==> src/rtl/wtd_pkg.sv <==
// ----------------------------------------------------------------------------
// wtd_pkg
// Shared sizes, types and character codes for the word tokenizer with
// duplicate removal.
// ----------------------------------------------------------------------------
package wtd_pkg;

    // Table size and longest word kept
    localparam int TABLE_DEPTH  = 128;
    localparam int MAX_WORD_LEN = 32;

    // Derived widths
    localparam int IDX_W = (TABLE_DEPTH > 1) ? $clog2(TABLE_DEPTH) : 1;
    localparam int CNT_W = $clog2(TABLE_DEPTH + 1);
    localparam int LEN_W = $clog2(MAX_WORD_LEN + 1);
    localparam int ROW_W = 8 * MAX_WORD_LEN;

    // Output field widths
    localparam int DIDX_W  = 7;
    localparam int DCNT_W  = 8;
    localparam int TOTAL_W = 16;

    // Separator characters
    localparam logic [7:0] CH_SPACE = 8'h20;
    localparam logic [7:0] CH_DOT   = 8'h2E;
    localparam logic [7:0] CH_COMMA = 8'h2C;
    localparam logic [7:0] CH_SEMI  = 8'h3B;
    localparam logic [7:0] CH_COLON = 8'h3A;
    localparam logic [7:0] CH_LF    = 8'h0A;
    localparam logic [7:0] CH_TAB   = 8'h09;

    typedef logic [7:0]       byte_t;
    typedef logic [LEN_W-1:0] len_t;

    // Control shared by every cell of the word chain
    typedef struct packed {
        logic  load_en;   // write din into the cell whose lane equals len
        logic  shift_en;  // take the byte of the next cell up
        byte_t din;
        len_t  len;       // current word length
    } cell_ctrl_t;

    function automatic logic is_separator(input byte_t c);
        return (c == CH_SPACE) || (c == CH_DOT) || (c == CH_COMMA) ||
               (c == CH_SEMI) || (c == CH_COLON) || (c == CH_LF) ||
               (c == CH_TAB);
    endfunction

endpackage

==> src/rtl/wtd_cell.sv <==
// ----------------------------------------------------------------------------
// wtd_cell
// One character position of the open word: holds the byte, shifts toward
// lane zero while the word is sent out, and compares against its lane of a
// stored table row.
// ----------------------------------------------------------------------------
module wtd_cell (
    input  logic                aclk,
    input  wtd_pkg::cell_ctrl_t ctrl,
    input  wtd_pkg::len_t       lane,
    input  wtd_pkg::byte_t      nbr_byte,
    input  wtd_pkg::byte_t      row_byte,
    output wtd_pkg::byte_t      cell_byte,
    output logic                lane_ok
);
    import wtd_pkg::*;

    byte_t char_reg;

    // Load a new character or shift from the neighbor
    always_ff @(posedge aclk) begin
        if (ctrl.shift_en) begin
            char_reg <= nbr_byte;
        end else if (ctrl.load_en && (lane == ctrl.len)) begin
            char_reg <= ctrl.din;
        end
    end

    assign cell_byte = char_reg;

    // Lanes past the word length always agree
    assign lane_ok = (lane >= ctrl.len) || (char_reg == row_byte);

endmodule

==> config.mk <==
export PLATFORM = sky130hd
export DESIGN_NAME = wtd_cell
export DESIGN_NICKNAME = d
export VERILOG_FILES = /design/src/rtl/wtd_pkg.sv /design/src/rtl/wtd_cell.sv
export SDC_FILE = /design/constraint.sdc
export NUM_CORES = 1
export LEC_CHECK = 0
export ABC_AREA = 1
export BUFFER_PORTS_ARGS = -buffer_cell sky130_fd_sc_hd__clkbuf_2
export CAP_MARGIN = 15
export CORE_MARGIN = 5
export CORE_UTILIZATION = 44
export CTS_BUF_LIST = sky130_fd_sc_hd__clkbuf_8
export DETAILED_ROUTE_END_ITERATION = 10
export GPL_ROUTABILITY_DRIVEN = 0
export PLACE_DENSITY = 0.93
export SYNTH_ARGS = -nofsm -noshare
export SYNTH_HDL_FRONTEND = slang
export SYNTH_SLANG_ARGS = --single-unit
==> constraint.sdc <==
create_clock -name aclk -period 4.6 [get_ports aclk]
set_clock_uncertainty 0.15 [all_clocks]
set_input_delay 1.15 -clock aclk [delete_from_list [all_inputs] [get_ports aclk]]
set_output_delay 1.15 -clock aclk [all_outputs]
set_load 0.01 [all_outputs]
==> After elaboration in Yosys (flattened, before gate mapping) <==
Cells that the tools add are included.
{ "totals": {"reg_bits": 8, "input_bits": 39, "word_cells": 9, "out_inout_bits": 9} }
{ "op_classes": {"n_mux": 2, "magnitude_cmp": 1, "n_eq_ne": 2, "reduce_logical": 3} }
{ "ops": {"columns": ["operator", "count"], "rows": [
  ["8-bit 2-to-1 mux", 2],
  ["8-bit equality test", 1],
  ["6-bit equality test", 1],
  ["6-bit >= comparator", 1],
  ["2-bit nonzero test", 1],
  ["1-bit logical AND", 1],
  ["1-bit logical OR", 1]
]} }

==> Depth between registers and ports, before layout <==
Gate-level depths: netlist (run 1).
{ "logic_depth": {"word_depth": 4, "depth_mapped": 8, "ltp_nobuf": 8} }

==> Worst setup path after synthesis (run 1) <==
Ideal clock, no wire load.
{ "synth_timing": {"path_kind": "input to output", "startpoint": "in ctrl[5] (netlist name)", "endpoint": "out lane_ok", "t_required_ns": 3.300, "t_arrival_ns": 1.879, "stages": 8, "slack_ns": 1.421, "path_buffers": 0, "cell_sequence": "inv_1 > ha_1 > nand2_1 > nor2_2 > o21ai_1 > nand2_1 > nor2_1 > nand2_1"} }
{ "synth_via": {"elab_chain_len": 2} }
{ "synth_lines": {"columns": ["item", "line_no", "rtl"], "rows": [
  ["start, declared", "wtd_cell.sv:9", "input wtd_pkg::cell_ctrl_t ctrl,"],
  ["6-bit >= comparator", "wtd_cell.sv:32", "assign lane_ok = (lane >= ctrl.len) || (char_reg == row_byte);"],
  ["1-bit logical OR", "wtd_cell.sv:32", null],
  ["end, declared", "wtd_cell.sv:14", "output logic lane_ok"]
]} }
Every way passes these cells.

==> Final worst setup path (run 1) <==
Ends and elaborated chain as after synthesis.

==> results of run 1 <==
[per-layer routing]
layer / routed length [microns] / GRT usage (%)
met1: 555 / 13.8
met3: 113 / 3.67
met2: 862 / 26.7
met4: 18 / 6.28
met5: 0 / 0
[how the worst max path moves through the flow]
| stage | depth (start not counted) | endpoint | slack [ps] |
|---|---|---|---|
| after detailed placement | 10 | lane_ok | 1180 |
| after floorplan | 8 | lane_ok | 1420 |
| final | 10 | lane_ok | 1180 |
| after CTS | 10 | lane_ok | 1180 |
| after global routing | 10 | lane_ok | 1050 |
| after global placement | 10 | lane_ok | 1240 |
[logic make-up after synthesis]
| group | Yosys count | synth area share (%) |
|---|---|---|
| buffers and inverters | 21 | 12.0 |
| AO/OA/AOI/OAI | 3 | 3.18 |
| AND/OR/NAND/NOR | 59 | 33.7 |
| flip-flops | 8 | 36.0 |
| adder cells (fa/ha/maj) | 6 | 11.2 |
| XOR/XNOR | 3 | 3.93 |
[placed cells by master, fill, tap and decap left out, types with 3 or more instances in the layout]
cell / netlist / routed
clkbuf_8: 0 / 3
edfxtp_1: 8 / 8
inv_1: 18 / 18
clkbuf_2: 0 / 47
xnor2_1: 3 / 3
nand2_1: 53 / 53
nor2_1: 4 / 4
ha_1: 6 / 6
[cell type report]
class | instances | area share (%)
Tap cell | 16 | 2.09
Multi-Input combinational cell | 71 | 36.2
Timing Repair Buffer | 47 | 24.5
Clock buffer | 3 | 4.30
Sequential cell | 8 | 25.0
Inverter | 20 | 7.82
[stage by stage]
step | hold WS (ps) | std cells | cell area, sq um | worst slack (ps)
floorplan | 1180 | 100 | 668 | 1420
global placement | 1260 | 162 | 918 | 1240
detailed placement | 1270 | 162 | 918 | 1180
CTS | 1040 | 165 | 960 | 1180
global route | 1050 | 165 | 960 | 1050
finish | 1040 | 165 | 960 | 1180
[power by group through the flow]
stage	combinational, mW	sequential, mW	clock, mW
after floorplan	0.0318	0.0985	0
after global placement	0.0617	0.0952	0
after detailed placement	0.0647	0.0955	0
after CTS	0.0649	0.0944	0.0822
after global routing	0.0736	0.0957	0.0853
final	0.0640	0.0941	0.0813
[synth_stat cells]
master,number
a21oi_1,1
nand2_1,53
nor2_1,4
edfxtp_1,8
inv_1,18
buf_2,1
clkinv_1,1
ha_1,6
nor2_2,1
xnor2_1,3
nand3_1,1
inv_2,1
o21bai_2,1
o21ai_1,1
[worst max-delay path: stages]
cell,delay (ps)
clkbuf_2,70
inv_1,30
ha_1,290
nand2_1,80
nor2_2,150
o21ai_1,80
nand2_1,60
nor2_1,40
nand2_1,50
clkbuf_2,120
==> out/metrics.csv, run 1 <==
stage;metric;value;unit
outcome;status;complete, no violations;
finish;n_diodes;0;
logic_synthesis;part of the Yosys area used for sequential elements;36.0;%
logic_synthesis;synth unique cells;14;
worst_setup_path;Crit Path Max Fanout;3;
hold_path;Worst Hold End;cell_byte[6];
cts;Reg clk slew, reported paths;40;ps
job;Max Cap Viol;0;
place;post-DP HPWL;1440;microns
worst_setup_path;CP required;3300;ps
pwr;clock network fraction of total power;33.9;%
global_route;largest net degree at the start of global routing;10;
finish;max FFs per register;8;
sta;setup TNS;0;ps
route;Initial DRC Count;1;
pwr;Total Power;0.239;mW
finish;multi-input logic area;348;sq um
die;die area;2400;sq um
finish;final core area utilization;65.2;%
pwr;Pleak;0.618;nW
pwr;Comb pwr share;26.7;%
pwr;pwr/cell area;249;nW/um^2
global_route;initial antenna violation count;0;
pwr;sw frac;25.8;%
logic_synthesis;Mapped Nets;145;
pwr;internal power consumption;0.178;mW
global_route;total track usage;14.0;%
finish;FF+latch area;240;sq um
finish;share of post-route cells with drive strength above 1;35.6;%
logic_synthesis;main area contributors after synthesis;edfxtp_1 36%, nand2_1 30%, ha_1 11%;
sta;endpoints failing setup;0;
pwr;register share of total power;39.3;%
die;Die Y;49.0;microns
sta;fin crit period;3420;ps
sta;Slew HR;78.3;%
hold_path;hold path cells;3;
place;Port Buf Inserts;47;
finish;area grow syn2layout;43.6;%
cts;CTS resizes;0;
cts;Root Buffer;clkbuf_8;
sta;RSZ-0062 raised after global routing;no;
route;drt pass-1 iters;2;
logic_synthesis;cell taking the most area after synthesis;edfxtp_1;
logic_synthesis;Cell Area, Synth;668;sq um
cts;TritonCTS Buffers;3;
logic_synthesis;#FFs+latches synth;8;
finish;Fillers;144;
die;Initial Util;45.4;%
worst_setup_path;crit start category;input port;
route;vias per inst;4.31;
global_route;first-pass GRT wire length;2730;microns
cts;hold-fix buffer count after cts;0;
cts;clock sinks;8;
route;final WL;1550;microns
sta;maximum clock rate;292;MHz
sta;Worst-Margin Slew;325;ps
logic_synthesis;syn_area_per_cell;6.68;sq um
logic_synthesis;Syn. warnings;0;
worst_setup_path;CP Data Arrival Time;2120;ps
logic_synthesis;Synth top area share;36.0;%
hold_path;hold_sp;ctrl[12];
sta;Final Cycle Share;74.4;%
pwr;switching pwr;0.0619;mW
cts;CTS max path bufs;2;
route;Antenna Nets Post-Route;0;
cts;TritonCTS clock tree;built;
pwr;peak supply drop;0.195;mV
worst_setup_path;Crit Path Category;in2out;
logic_synthesis;Post-Synthesis Cells;100;
die;FP Rows;14;
sta;Fin. Hold Viols;0;
cts;Setup Fix Bufs, Post-CTS;0;
route;wire length per cell;9.40;microns
route;residual DRC count;0;
finish;Post-layout nets;196;
die;# IOs;48;
hold_path;Hold/Removal Path Class;in2reg;
sta;Slew Limit Fails;0;
route;via count;711;
global_route;number of global-route vias before repair;734;
cts;CTS H-tree depth;1;
worst_setup_path;Crit. End Element;output port;
die;core area;1470;sq um
global_route;GR Overflow Total;0;
worst_setup_path;Worst Setup SP;ctrl[5];
die;die width;49.0;microns
Note: power is estimated with default switching activity, not from simulation.
==> run 2, diff against run 1 <==
- CORE_UTILIZATION: 44 -> 41
- PLACE_DENSITY: 0.93 -> 0.88
- clock period: 4.6 -> 3.6 ns (I/O delays scaled with it)
==> out/metrics.csv, run 2 (synthesis results as in run 1) <==
stage;metric;value;unit;change
global_route;first-pass GRT wire length;2730;microns;unchanged
die;core area;1520;sq um;+3.6%
worst_setup_path;CP required;2550;ps;-750 ps
sta;Slew HR;78.7;%;+0.42 points
hold_path;Hold/Removal Path Class;in2reg;;
sta;Final Cycle Share;82.1;%;
pwr;internal power consumption;0.227;mW;+28%
sta;fin crit period;2960;ps;
global_route;total track usage;13.7;%;-0.36 points
finish;area grow syn2layout;43.6;%;unchanged
place;Port Buf Inserts;47;;unchanged
worst_setup_path;Crit. End Element;output port;;
route;residual DRC count;0;;unchanged
finish;max FFs per register;8;;unchanged
cts;hold-fix buffer count after cts;0;;unchanged
finish;n_diodes;0;;unchanged
route;Initial DRC Count;6;;+5
sta;Fin. Hold Viols;0;;unchanged
cts;TritonCTS Buffers;3;;unchanged
finish;Post-layout nets;196;;unchanged
finish;commonest non-fill, non-tap cell in the layout;nand2_1;;
sta;setup TNS;0;ps;unchanged
place;post-DP HPWL;1520;microns;+5.3%
cts;CTS resizes;0;;unchanged
route;drt pass-1 iters;4;;+2
sta;endpoints failing setup;0;;unchanged
place;DP Cell Count;162;;unchanged
die;die area;2540;sq um;+5.8%
worst_setup_path;Crit Path Category;in2out;;
job;Max Cap Viol;0;;unchanged
worst_setup_path;crit start category;input port;;
route;Antenna Nets Post-Route;0;;unchanged
pwr;clock network fraction of total power;33.7;%;-0.2 points
cts;TritonCTS clock tree;built;;
place;placed cell area;918;sq um;unchanged
die;# IOs;48;;unchanged
worst_setup_path;critical path, cell by cell;clkbuf_2 > inv_1 > ha_1 > nand2_1 > o21bai_2 > nand2_1 > nor2_1 > nand2_1 > clkbuf_2;;
pwr;pwr/cell area;320;nW/um^2;+28%
worst_setup_path;slowest cell on the critical path;ha_1;;
sta;Worst-Margin Slew;319;ps;-6.29 ps
sta;Slew Limit Fails;0;;unchanged
pwr;switching pwr;0.0803;mW;+30%
cts;Reg clk slew, reported paths;40;ps;about the same
global_route;GR Overflow Total;0;;unchanged
worst_setup_path;Crit Path Max Fanout;2;;-1
pwr;sw frac;26.1;%;+0.29 points
die;FP Rows;14;;unchanged
route;via count;728;;+2.4%
global_route;initial antenna violation count;0;;unchanged
route;wire length per cell;9.89;microns;+5.2%
outcome;status;complete, no violations;;
cts;clock sinks;8;;unchanged
pwr;Comb pwr share;27.1;%;+0.4 points
route;final WL;1630;microns;+5.2%
cts;CTS max path bufs;2;;unchanged
global_route;largest net degree at the start of global routing;10;;unchanged
finish;most frequent cells in the layout;53 x nand2_1, 47 x clkbuf_2, 18 x inv_1;;
worst_setup_path;Worst path most repeated cell;nand2_1;;
finish;Fillers;140;;-2.8%
pwr;peak supply drop;0.238;mV;+22%
global_route;number of global-route vias before repair;715;;-2.6%
finish;share of post-route cells with drive strength above 1;35.6;%;unchanged
die;Die Y;50.4;microns;+2.9%
pwr;register share of total power;39.2;%;about the same
route;vias per inst;4.41;;+2.4%
pwr;Pleak;0.618;nW;unchanged
cts;CTS H-tree depth;1;;unchanged
worst_setup_path;CP Data Arrival Time;1910;ps;-210 ps
finish;fin area;960;sq um;unchanged
cts;Setup Fix Bufs, Post-CTS;0;;unchanged
finish;non-filler cells in the finished layout;165;;unchanged
cts;Root Buffer;clkbuf_8;;
sta;RSZ-0062 raised after global routing;no;;
die;Initial Util;43.8;%;-1.6 points
worst_setup_path;CP max stage delay;300;ps;about the same
die;die width;50.4;microns;+2.9%
sta;maximum clock rate;338;MHz;
-- run 2: power groups by stage --
stage          clock network (mW)  logic [mW]  registers, mW
6_report                    0.104      0.0832          0.120
5_1_grt                     0.111      0.0958          0.122
4_1_cts                     0.104      0.0850          0.121
3_5_place_dp                    0      0.0845          0.122
3_3_place_gp                    0      0.0791          0.122
2_1_floorplan                   0      0.0407          0.126
-- run 2: metrics by stage --
| stage | hold WS [ps] | worst slack, ps | utilization, % | total power [mW] |
|---|---|---|---|---|
| final | 792 | 644 | 63.0 | 0.307 |
| after floorplan | 929 | 921 | - | 0.166 |
| after CTS | 794 | 640 | 63.0 | 0.310 |
| after global placement | 1020 | 738 | 60.3 | 0.201 |
| after detailed placement | 1020 | 642 | 60.3 | 0.206 |
| after global routing | 809 | 570 | 63.0 | 0.329 |
-- run 2: metal layers --
metal  wire length (microns)  global-route usage, %  vias up
li1                        -                      -      397
met1                     583                   12.8      298
met2                     914                   28.2       31
met3                     123                   3.25        2
met4                      10                   3.83        0
met5                       0                      0        -
-- run 2: path summary, 6_finish.rpt --
path | from | endpoint | slack [ps] | depth (start not counted)
worst max-delay path | ctrl[5] | lane_ok | 640 | 9
worst min-delay path | ctrl[12] | cell_byte[6] | 790 | 3
-- run 2: area by class of cell --
cell class / count / area (sq um) / share of cell area, %
Multi-Input combinational cell: 71 / 348 / 36.2
Sequential cell: 8 / 240 / 25.0
Timing Repair Buffer: 47 / 235 / 24.5
Inverter: 20 / 75.1 / 7.82
Clock buffer: 3 / 41.3 / 4.30
Tap cell: 16 / 20.0 / 2.09
-- run 2: critical path: cells and delay by family --
family                   cells  cell delay [ps]
buffers and inverters        3              230
AND/OR/NAND/NOR              4              340
AO/OA/AOI/OAI                1              130
adder cells (fa/ha/maj)      1              300
